## src/rtl/core/wsrmm_pkg.sv

```systemverilog
package wsrmm_pkg;

    // Default sizes for the top-level parameters
    localparam int DEPTH_DEFAULT       = 1024;
    localparam int SAMPLE_BITS_DEFAULT = 32;

    // Fixed field widths
    localparam int TS_W      = 64;
    localparam int CFG_W     = 32;
    localparam int CFG_IDX_W = 2;

    // Command queue between front and back
    localparam int QUEUE_DEPTH = 2;
    localparam int QUEUE_PTR_W = $clog2(QUEUE_DEPTH);
    localparam int QUEUE_CNT_W = $clog2(QUEUE_DEPTH + 1);

    // Configuration register indexes
    localparam logic [CFG_IDX_W-1:0] CFG_ENABLE       = 2'd0;
    localparam logic [CFG_IDX_W-1:0] CFG_WINDOW       = 2'd1;
    localparam logic [CFG_IDX_W-1:0] CFG_MIN_INTERVAL = 2'd2;

    // Configuration reset values
    localparam logic            ENABLE_RESET       = 1'b0;
    localparam logic [CFG_W-1:0] WINDOW_RESET       = 32'd10000000;
    localparam logic [CFG_W-1:0] MIN_INTERVAL_RESET = 32'd0;

    typedef enum logic [1:0] {
        OP_PUSH      = 2'd0,
        OP_RECOMPUTE = 2'd1,
        OP_READ      = 2'd2,
        OP_CLEAR     = 2'd3
    } op_t;

    typedef enum logic [3:0] {
        ST_IDLE,
        ST_PUSH_CHECK,
        ST_PUSH_EVICT,
        ST_PUSH_WRITE,
        ST_REC_START,
        ST_REC_WALK,
        ST_READ_ADDR,
        ST_READ_DATA,
        ST_CLEAR,
        ST_RESP
    } state_t;

    typedef struct packed {
        logic             enable;
        logic [CFG_W-1:0] window_us;
        logic [CFG_W-1:0] min_interval_us;
    } cfg_t;

    typedef struct packed {
        logic valid;
        op_t  op;
    } head_t;

endpackage

```

## src/rtl/core/wsrmm_front.sv

```systemverilog
module wsrmm_front #(
    parameter int DEPTH       = wsrmm_pkg::DEPTH_DEFAULT,
    parameter int SAMPLE_BITS = wsrmm_pkg::SAMPLE_BITS_DEFAULT
) (
    input  logic                          clk,
    input  logic                          rst_n,
    input  logic                          in_valid,
    output logic                          in_stall,
    input  logic [1:0]                    op,
    input  logic [wsrmm_pkg::TS_W-1:0]    timestamp,
    input  logic signed [SAMPLE_BITS-1:0] sample_in,
    input  logic [$clog2(DEPTH)-1:0]      read_index,
    output wsrmm_pkg::head_t              head,
    output logic [wsrmm_pkg::TS_W-1:0]    head_ts,
    output logic signed [SAMPLE_BITS-1:0] head_sample,
    output logic [$clog2(DEPTH)-1:0]      head_idx,
    input  logic                          pop
);

    localparam int AW = $clog2(DEPTH);
    localparam int QD = wsrmm_pkg::QUEUE_DEPTH;
    localparam logic [wsrmm_pkg::QUEUE_PTR_W-1:0] Q_LAST =
        wsrmm_pkg::QUEUE_PTR_W'(QD - 1);
    localparam logic [wsrmm_pkg::QUEUE_CNT_W-1:0] Q_FULL =
        wsrmm_pkg::QUEUE_CNT_W'(QD);

    wsrmm_pkg::op_t                      q_op_reg     [QD];
    logic [wsrmm_pkg::TS_W-1:0]          q_ts_reg     [QD];
    logic signed [SAMPLE_BITS-1:0]       q_sample_reg [QD];
    logic [AW-1:0]                       q_idx_reg    [QD];
    logic [wsrmm_pkg::QUEUE_PTR_W-1:0]   wr_ptr_reg, wr_ptr_next;
    logic [wsrmm_pkg::QUEUE_PTR_W-1:0]   rd_ptr_reg, rd_ptr_next;
    logic [wsrmm_pkg::QUEUE_CNT_W-1:0]   fill_reg, fill_next;
    logic                                push;
    wsrmm_pkg::op_t                      op_class;

    // Classify the incoming word by its operation code
    assign op_class = wsrmm_pkg::op_t'(op);

    assign in_stall = (fill_reg == Q_FULL);
    assign push     = in_valid && !in_stall;

    // Advance the queue pointers and fill level
    always_comb
    begin
        wr_ptr_next = wr_ptr_reg;
        rd_ptr_next = rd_ptr_reg;
        fill_next   = fill_reg;
        if (push)
        begin
            wr_ptr_next = (wr_ptr_reg == Q_LAST) ? '0 : wr_ptr_reg + 1'b1;
        end
        if (pop)
        begin
            rd_ptr_next = (rd_ptr_reg == Q_LAST) ? '0 : rd_ptr_reg + 1'b1;
        end
        case ({push, pop})
            2'b10:   fill_next = fill_reg + 1'b1;
            2'b01:   fill_next = fill_reg - 1'b1;
            default: fill_next = fill_reg;
        endcase
    end

    always_ff @(posedge clk or negedge rst_n)
    begin
        if (!rst_n)
        begin
            wr_ptr_reg <= '0;
            rd_ptr_reg <= '0;
            fill_reg   <= '0;
        end
        else
        begin
            wr_ptr_reg <= wr_ptr_next;
            rd_ptr_reg <= rd_ptr_next;
            fill_reg   <= fill_next;
        end
    end

    // Store the accepted word
    always_ff @(posedge clk)
    begin
        if (push)
        begin
            q_op_reg[wr_ptr_reg]     <= op_class;
            q_ts_reg[wr_ptr_reg]     <= timestamp;
            q_sample_reg[wr_ptr_reg] <= sample_in;
            q_idx_reg[wr_ptr_reg]    <= read_index;
        end
    end

    // Present the queue head to the back end
    assign head.valid  = (fill_reg != '0);
    assign head.op     = q_op_reg[rd_ptr_reg];
    assign head_ts     = q_ts_reg[rd_ptr_reg];
    assign head_sample = q_sample_reg[rd_ptr_reg];
    assign head_idx    = q_idx_reg[rd_ptr_reg];

endmodule

```

## config.mk

```make
export PLATFORM = sky130hd
export DESIGN_NAME = wsrmm_front
export DESIGN_NICKNAME = d
export VERILOG_FILES = /design/src/rtl/core/wsrmm_pkg.sv /design/src/rtl/core/wsrmm_front.sv
export SDC_FILE = /design/constraint.sdc
export NUM_CORES = 1
export LEC_CHECK = 0
export BUFFER_PORTS_ARGS = -buffer_cell sky130_fd_sc_hd__buf_2
export CAP_MARGIN = 20
export CORE_UTILIZATION = 44
export DETAILED_ROUTE_END_ITERATION = 8
export GPL_ROUTABILITY_DRIVEN = 0
export PLACE_DENSITY = 0.8
export RECOVER_POWER = 100
export SLEW_MARGIN = 40
export SYNTH_ARGS = -nofsm -noshare
export SYNTH_HDL_FRONTEND = slang
export SYNTH_SLANG_ARGS = --single-unit
```

## constraint.sdc

```tcl
create_clock -name clk -period 6.1 [get_ports clk]
set_input_delay 0.915 -clock clk [delete_from_list [all_inputs] [get_ports clk]]
set_output_delay 0.915 -clock clk [all_outputs]
set_load 0.005 [all_outputs]
```

==> results of run 1 <==
synth_stat cells:
library cell  count  area share, %
and3_1            1          0.078
buf_2             9           0.56
buf_6             3           0.42
dfrtp_1           4            1.2
edfxtp_1        216             81
ha_1              1           0.16
inv_1             1          0.047
mux2_2           98             14
mux2_4           10            1.9
nand2_1           1          0.047
nand2b_1          1          0.078
nor2_1            2          0.094
or2_2             1          0.078
xnor2_1           3           0.33
xor2_1            2           0.22
cells by family (layout without fill, tap and decap cells):
logic type               Yosys count  count (layout)  share of synthesized area [%]
XOR/XNOR                           5               5                          0.547
adder cells (fa/ha/maj)            1               1                          0.156
buffers and inverters             13             266                           1.03
flip-flops                       220             220                           82.2
multiplexers                     108             108                           15.7
AND/OR/NAND/NOR                    6               6                          0.375
power groups by stage:
| stage | logic, mW | clock network, mW | registers [mW] |
|---|---|---|---|
| 6_report | 1.12 | 1.34 | 2.23 |
| 3_5_place_dp | 1.21 | 0 | 2.25 |
| 3_3_place_gp | 1.18 | 0 | 2.23 |
| 4_1_cts | 1.23 | 1.38 | 2.23 |
| 2_1_floorplan | 0.788 | 0 | 2.20 |
| 5_1_grt | 1.24 | 1.44 | 2.27 |
worst register-to-register path: stages, from the launching register on:
cell and delay [ps]:
dfrtp_1 410, nand2b_1 180, and3_1 1860, clkbuf_2 1310
area by class of cell:
cell class	instances	area, um^2	area share (%)
Timing Repair Buffer	225	993	10.0
Multi-Input combinational cell	120	1310	13.2
Inverter	1	3.75	0.0379
Tap cell	225	282	2.84
Sequential cell	220	6590	66.5
Clock inverter	15	150	1.51
Clock buffer	25	583	5.88
layer usage:
metal  wire [um]  vias to the layer above  GRT usage, %
met3        1270                       26          4.81
met4         312                        2          4.64
li1            -                     1880             -
met5          14                        -             0
met1        5440                     2014          16.5
met2        7870                      154          29.2
worst max-delay path by stage:
stage          slack [ps]         endpoint
6_report             1890   q_ts_reg[1][3]
5_1_grt              1420   q_ts_reg[1][2]
4_1_cts              2380      head_ts[63]
3_5_place_dp         2940      head_ts[15]
3_3_place_gp         2970      head_ts[63]
2_1_floorplan          20  q_idx_reg[0][0]
per-stage QoR:
stage / hold WS, ps / cell area, um^2 / power [mW] / util [%] / setup slack, ps
floorplan: 457 / 8010 / 2.99 / - / 23.0
global placement: 476 / 9360 / 3.41 / 53.4 / 2970
detailed placement: 500 / 9360 / 3.47 / 53.4 / 2940
CTS: 201 / 10100 / 4.83 / 57.6 / 2380
global route: 253 / 9920 / 4.94 / 56.5 / 1420
finish: 257 / 9920 / 4.70 / 56.5 / 1890
placed cells by master, fill, tap and decap left out, types with 2 or more instances in the layout:
| cell type | instances |
|---|---|
| edfxtp_1 | 216 |
| clkbuf_1 | 112 |
| buf_2 | 111 |
| mux2_2 | 93 |
| clkbuf_16 | 23 |
| mux2_1 | 14 |
| clkinv_2 | 5 |
| clkinv_1 | 5 |
| xnor2_1 | 3 |
| bufinv_16 | 3 |
| dfrtp_1 | 3 |
| xor2_1 | 2 |
| clkbuf_2 | 2 |
==> results.sh, run 1 <==
export IMPL_r2r_cells=3
export IMPL_vdd_ir_drop_max_uv=273
export IMPL_setup_viol=0
export IMPL_grt_use_total_pct=15.5
export IMPL_root_buffer="clkbuf_16"
export IMPL_viasPerCell=4.90
export IMPL_status="finished with violations"
export IMPL_grt_ovfl_total=0
export IMPL_fin_cells=831
export IMPL_maxCapViolCount=3
export IMPL_seqPwrFrac_pct=47.5
export IMPL_wl_per_cell_um=17.9
export IMPL_holdCritPathClass="input pin to async pin"
export IMPL_netlist_instances=353
export IMPL_syn2layout_area_growth_pct=23.8
export IMPL_die_area_um2=18700
export IMPL_timing_final_crit_share_pct=69.0
export IMPL_fin_worst_skew_ps=9.92
export IMPL_io_buffers=221
export IMPL_min_period_ps=4210
export IMPL_slew_headroom_pct=-73.7
export IMPL_grt_pass1_vias=4458
export IMPL_p_int_mw=3.45
export IMPL_path_buf_inv=1
export IMPL_tritoncts="yes"
export IMPL_detail_route_antenna_nets=0
export IMPL_clkTransAtPathRegs_ps=60
export IMPL_core_region_area_um2=17500
export IMPL_insertedDiodeCount=0
export IMPL_routed_wl_mm=14.9
export IMPL_dp_hpwl_mm=9.81
export IMPL_failed_checks="max-capacitance violations, max-slew violations"
export IMPL_grt_pass1_wl_mm=22.0
export IMPL_io_pins=222
export IMPL_worst_path_stages=3
export IMPL_grt_start_max_net_pins=64
export IMPL_power_switching_mw=1.25
export IMPL_antenna_found_initial=1
export IMPL_first_pass_iters=4
export IMPL_cts_made_buffers=23
export IMPL_worstPathArrival_ps=4300
export IMPL_critical_path_top_delay_family="simple AND/OR/NAND/NOR gates"
export IMPL_cts_htree_levels=1
export IMPL_finalMaxSlewViolations=101
export IMPL_dpl_cell_count=791
export IMPL_fp_dieW_um=137
export IMPL_post_route_drc_count=0
export IMPL_hold_buffers=0
export IMPL_die_h_um=137
export IMPL_rsz0062_at_grt="no"
export IMPL_cts_buffer_depth=3
export IMPL_cp_start_kind="register"
export IMPL_tightest_slew_ps=2610
export IMPL_p_clk_share_pct=28.6
export IMPL_cpMaxStageDelayCell="and3_1"
export IMPL_clock_sinks=220
export IMPL_path_cells="nand2b_1 -> and3_1 -> clkbuf_2"
export IMPL_synth_area_um2=8010
export IMPL_drive_above_1_share_pct=40.3
export IMPL_routed_via_count=4076
export IMPL_cts_resized_gates=0
export IMPL_clkLatencyLatePin_ps=490
export IMPL_nets=704
export IMPL_critical_path_class="register to register"
export IMPL_num_fill_cells=1391
export IMPL_p_sw_share_pct=26.7
export IMPL_synth_fp_nets=466
export IMPL_postCtsSetupBuffers=0
export IMPL_p_per_area_nw_per_um2=474
export IMPL_timing_rr_start="fill_reg[0]"
export IMPL_synth_yosys_seq_area_share_pct=82.2
export IMPL_r2r_setup_slack_ps=1890
export IMPL_initial_core_util_pct=45.7
export IMPL_slowest_delay_ps=1860
export IMPL_finalHoldViolCount=0
export IMPL_ys_ff_latch=220
export IMPL_drtIter0Drc=144
export IMPL_avgSynthCellArea_um2=22.7
export IMPL_yosysWarnings=0
export IMPL_synth_cell_types=15
export IMPL_comb_power_share_pct=23.9
export IMPL_cp_startpoint="fill_reg[0]"
export IMPL_fin_setup_tns_ps=0
export IMPL_worst_endpoint_required_ps=6190
export IMPL_rows=48
export IMPL_end_kind="register"
export IMPL_crit_fanout=56
export IMPL_timing_fmax_mhz=238
export IMPL_largest_reg_flops=128
export IMPL_reg2reg_to="q_ts_reg[1][3]"
export IMPL_leakage_nw=3.47
No activity file was read; power rests on OpenSTA's default activity.
==> run 2, diff against run 1 <==
- clock period: 6.1 -> 3.51 ns (I/O delays scaled with it)
==> results.sh, run 2 (synthesized netlist as in run 1, its figures left out) <==
export IMPL_status="finished with violations"
export IMPL_failed_checks="max-capacitance violations, max-slew violations"
export IMPL_cts_buffer_depth=3
export IMPL_min_path_cells=1
export IMPL_design_area_um2=9890
export IMPL_end_kind="output port"
export IMPL_cts_htree_levels=1
export IMPL_io_buffers=221
export IMPL_finalMaxSlewViolations=100
export IMPL_crit_fanout=38
export IMPL_timing_final_crit_share_pct=84.3
export IMPL_die_area_um2=18700
export IMPL_path_buf_inv=2
export IMPL_clock_sinks=220
export IMPL_cpMaxStageDelayCell="dfrtp_4"
export IMPL_grt_use_total_pct=14.7
export IMPL_die_h_um=137
export IMPL_worstPathArrival_ps=2430
export IMPL_cp_start_kind="register"
export IMPL_cts_made_buffers=23
export IMPL_path_cells="clkbuf_2 -> mux2_2 -> buf_2"
export IMPL_place_area_um2=9400
export IMPL_insertedDiodeCount=0
export IMPL_io_pins=222
export IMPL_tightest_slew_ps=1710
export IMPL_syn2layout_area_growth_pct=23.5
export IMPL_vdd_ir_drop_max_uv=407
export IMPL_largest_reg_flops=128
export IMPL_worstHoldStart="timestamp[19]"
export IMPL_core_region_area_um2=17500
export IMPL_grt_pass1_wl_mm=21.1
export IMPL_critical_path_top_delay_family="flip-flops"
export IMPL_rows=48
export IMPL_grt_start_max_net_pins=73
export IMPL_num_fill_cells=1418
export IMPL_grt_ovfl_total=0
export IMPL_fin_worst_skew_ps=6.59
export IMPL_routed_via_count=4032
export IMPL_antenna_found_initial=1
export IMPL_final_cell_mix="edfxtp_1, clkbuf_1, buf_2"
export IMPL_reg2reg_to="q_ts_reg[1][31]"
export IMPL_hold_end="q_ts_reg[0][19]"
export IMPL_cts_resized_gates=0
export IMPL_timing_rr_start="fill_reg[0]"
export IMPL_holdCritPathClass="input pin to register"
export IMPL_slew_headroom_pct=-13.9
export IMPL_r2r_cells=3
export IMPL_fp_dieW_um=137
export IMPL_clkTransAtPathRegs_ps=60
export IMPL_critical_path_class="register to output port"
export IMPL_routed_wl_mm=14.4
export IMPL_rsz0062_at_grt="no"
export IMPL_setup_viol=0
export IMPL_tritoncts="yes"
export IMPL_wl_per_cell_um=17.3
export IMPL_clkLatencyLatePin_ps=490
export IMPL_p_per_area_nw_per_um2=808
export IMPL_postCtsSetupBuffers=0
export IMPL_timing_fmax_mhz=338
export IMPL_root_buffer="clkbuf_16"
export IMPL_detail_route_antenna_nets=0
export IMPL_nets=706
export IMPL_slowest_delay_ps=780
export IMPL_r2r_setup_slack_ps=720
export IMPL_drive_above_1_share_pct=40.7
export IMPL_worst_endpoint_required_ps=2980
export IMPL_post_route_drc_count=0
export IMPL_fin_setup_tns_ps=0
export IMPL_final_common_cell="edfxtp_1"
export IMPL_grt_pass1_vias=4244
export IMPL_maxCapViolCount=2
export IMPL_drtIter0Drc=147
export IMPL_min_period_ps=2960
export IMPL_dp_hpwl_mm=9.30
export IMPL_first_pass_iters=4
export IMPL_initial_core_util_pct=45.7
export IMPL_leakage_nw=3.46
export IMPL_viasPerCell=4.85
export IMPL_finalHoldViolCount=0
[run 2: cell types whose count changed in the layout (fill, tap and decap cells not counted), sizes merged]
cell	before	now
inv	1	2
clkbuf	137	140
clkinvlp	1	0
dlygate4sd3	0	1
buf	113	115
bufinv	3	1
clkinv	11	8
[run 2: layout make-up]
| type | count | area, um^2 | share of cell area (%) |
|---|---|---|---|
| inverter | 1 | 3.75 | 0.0379 |
| clock inverter | 10 | 72.6 | 0.733 |
| tap | 225 | 282 | 2.85 |
| timing repair buffer | 227 | 1030 | 10.5 |
| multi-input combinational | 120 | 1310 | 13.3 |
| clock buffer | 29 | 598 | 6.04 |
| sequential | 220 | 6590 | 66.6 |
[run 2: where the power goes]
group / switching (mW) / internal [mW] / total (mW)
Sequential: 0.226 / 3.61 / 3.84
Combinational: 1.03 / 0.965 / 1.99
Clock: 0.890 / 1.27 / 2.16
Total: 2.14 / 5.85 / 7.99
[run 2: what timing repair did]
action | CTS | global route
setup endpoints to repair | 0 | 0
hold endpoints to repair | 4 | 0
hold buffers | 1 | 0
[run 2: worst max-delay path by stage]
stage,startpoint,end,slack [ps],cells after the start
finish,rd_ptr_reg,head_ts[7],550,3
global placement,rd_ptr_reg,head_sample[4],1320,3
CTS,rd_ptr_reg,head_ts[17],720,3
global route,rd_ptr_reg,head_ts[7],420,3
floorplan,fill_reg[0],q_idx_reg[0][0],830,3
detailed placement,rd_ptr_reg,head_ts[14],1260,3
[run 2: per-layer routing]
| layer | routed length, um | global-route usage (%) | vias to the layer above |
|---|---|---|---|
| li1 | - | - | 1876 |
| met1 | 5690 | 17.4 | 1955 |
| met2 | 7180 | 25.6 | 174 |
| met3 | 1270 | 4.44 | 25 |
| met4 | 252 | 4.64 | 2 |
| met5 | 13 | 0 | - |
[run 2: through the flow]
step	util [%]	worst slack (ps)	total power, mW	hold WS (ps)	std cells
5_1_grt	56.4	415	8.39	191	832
3_3_place_gp	53.6	1320	5.96	332	792
2_1_floorplan	-	831	5.13	231	353
4_1_cts	57.5	718	8.24	196	832
6_report	56.4	550	7.99	220	832
3_5_place_dp	53.6	1260	6.04	335	792
==> run 3, diff against run 2 <==
- PLACE_DENSITY: 0.8 -> 0.77
- clock period: 3.51 -> 2.94 ns (I/O delays scaled with it)
==> results.sh, run 3 (synthesized netlist as in run 1, its figures left out) <==
export IMPL_status="finished with violations"
export IMPL_failed_checks="max-capacitance violations, max-slew violations"
export IMPL_cts_buffer_depth=3
export IMPL_tritoncts="yes"
export IMPL_dp_hpwl_mm=9.47
export IMPL_holdCritPathClass="input pin to register"
export IMPL_viasPerCell=4.83
export IMPL_drtIter0Drc=140
export IMPL_routed_via_count=4030
export IMPL_drive_above_1_share_pct=40.0
export IMPL_tightest_slew_ps=1660
export IMPL_regArea_um2=6590
export IMPL_io_buffers=221
export IMPL_min_period_ps=2650
export IMPL_cp_start_kind="register"
export IMPL_finalHoldViolCount=0
export IMPL_wl_met3_mm=1.19
export IMPL_largest_reg_flops=128
export IMPL_cts_htree_levels=1
export IMPL_antenna_found_initial=2
export IMPL_grt_pass1_vias=4202
export IMPL_grt_start_max_net_pins=61
export IMPL_detail_route_antenna_nets=0
export IMPL_crit_fanout=51
export IMPL_cts_resized_gates=0
export IMPL_setup_viol=0
export IMPL_critical_path_class="register to output port"
export IMPL_timing_final_crit_share_pct=90.1
export IMPL_slew_headroom_pct=-11.0
export IMPL_initial_core_util_pct=45.7
export IMPL_wl_met2_mm=7.23
export IMPL_wl_per_cell_um=17.2
export IMPL_clkTransAtPathRegs_ps=60
export IMPL_r2r_setup_slack_ps=310
export IMPL_multi_input_area_um2=1310
export IMPL_grt_use_total_pct=14.8
export IMPL_p_per_area_nw_per_um2=969
export IMPL_timing_fmax_mhz=378
export IMPL_post_route_drc_count=0
export IMPL_fin_util_pct=56.7
export IMPL_root_buffer="clkbuf_16"
export IMPL_maxCapViolCount=1
export IMPL_final_common_cell="edfxtp_1"
export IMPL_clock_sinks=220
export IMPL_core_region_area_um2=17500
export IMPL_cts_made_buffers=23
export IMPL_fin_worst_skew_ps=5.32
export IMPL_die_area_um2=18700
export IMPL_clkLatencyLatePin_ps=490
export IMPL_grt_pass1_wl_mm=21.0
export IMPL_nets=708
export IMPL_num_fill_cells=1452
export IMPL_end_kind="output port"
export IMPL_met1_length_mm=5.68
export IMPL_worstPathArrival_ps=2210
export IMPL_worst_endpoint_required_ps=2500
export IMPL_fin_setup_tns_ps=0
export IMPL_postCtsSetupBuffers=0
export IMPL_leakage_nw=3.48
export IMPL_final_cell_mix="edfxtp_1, clkbuf_1, buf_2"
export IMPL_finalMaxSlewViolations=30
export IMPL_fp_dieW_um=137
export IMPL_top_layer_used="met5"
export IMPL_syn2layout_area_growth_pct=24.2
export IMPL_rows=48
export IMPL_rsz0062_at_grt="no"
export IMPL_io_pins=222
export IMPL_vdd_ir_drop_max_uv=555
export IMPL_hold_buffers=1
export IMPL_routed_wl_mm=14.4
export IMPL_grt_ovfl_total=0
export IMPL_first_pass_iters=4
export IMPL_die_h_um=137
run 3: cell count changes in the layout (fill, tap and decap cells not counted):
cell       previous run  this run
buf_2               112       108
clkbuf_1            114       118
buf_12                2         4
bufinv_16             1         2
clkinv_2              3         2
diode_2               0         1
inv_6                 1         0
mux2_1                9        10
mux2_2               98        97
run 3: power breakdown:
group / leakage, nW / internal (mW) / switching, mW
Sequential: 2.05 / 4.30 / 0.307
Clock: 0.334 / 1.60 / 1.06
Combinational: 1.09 / 1.20 / 1.17
run 3: layout make-up:
type	count	area share [%]
well taps	225	2.83
clock buffers	29	6.01
multi-input cells	120	13.2
repair buffers	229	10.8
clock inverters	9	0.893
flip-flops and latches	220	66.2
inverters	1	0.0377
diodes	1	0.0252
run 3: critical path: stages (launching register included):
cell	delay (ps)
dfrtp_4	920
buf_12	290
mux2_1	360
buf_2	140
run 3: stage by stage:
stage	power (mW)	worst slack, ps	instances	instance area, um^2	hold WS (ps)
2_1_floorplan	6.13	261	353	8020	145
3_3_place_gp	7.15	787	793	9430	245
3_5_place_dp	7.25	770	793	9430	251
4_1_cts	9.94	221	832	10100	116
5_1_grt	10.1	106	833	9950	112
6_report	9.64	292	834	9950	139
run 3: worst paths after layout:
kind | from | endpoint | cells past startpoint
worst min-delay path | sample_in[19] | q_sample_reg[1][19] | 1
max in group asynchronous | rst_n | rd_ptr_reg | 2
worst min register to register | fill_reg[1] | fill_reg[1] | 1
min in group asynchronous | rst_n | fill_reg[0] | 2
worst max-delay path | rd_ptr_reg | head_ts[5] | 3
worst max register to register | fill_reg[0] | q_sample_reg[0][10] | 5
run 3: routing by layer:
layer	vias to the layer above	GRT usage (%)
met5	-	0
met4	2	3.85
met3	22	4.89
met2	160	26.1
met1	1953	17.1
li1	1893	-
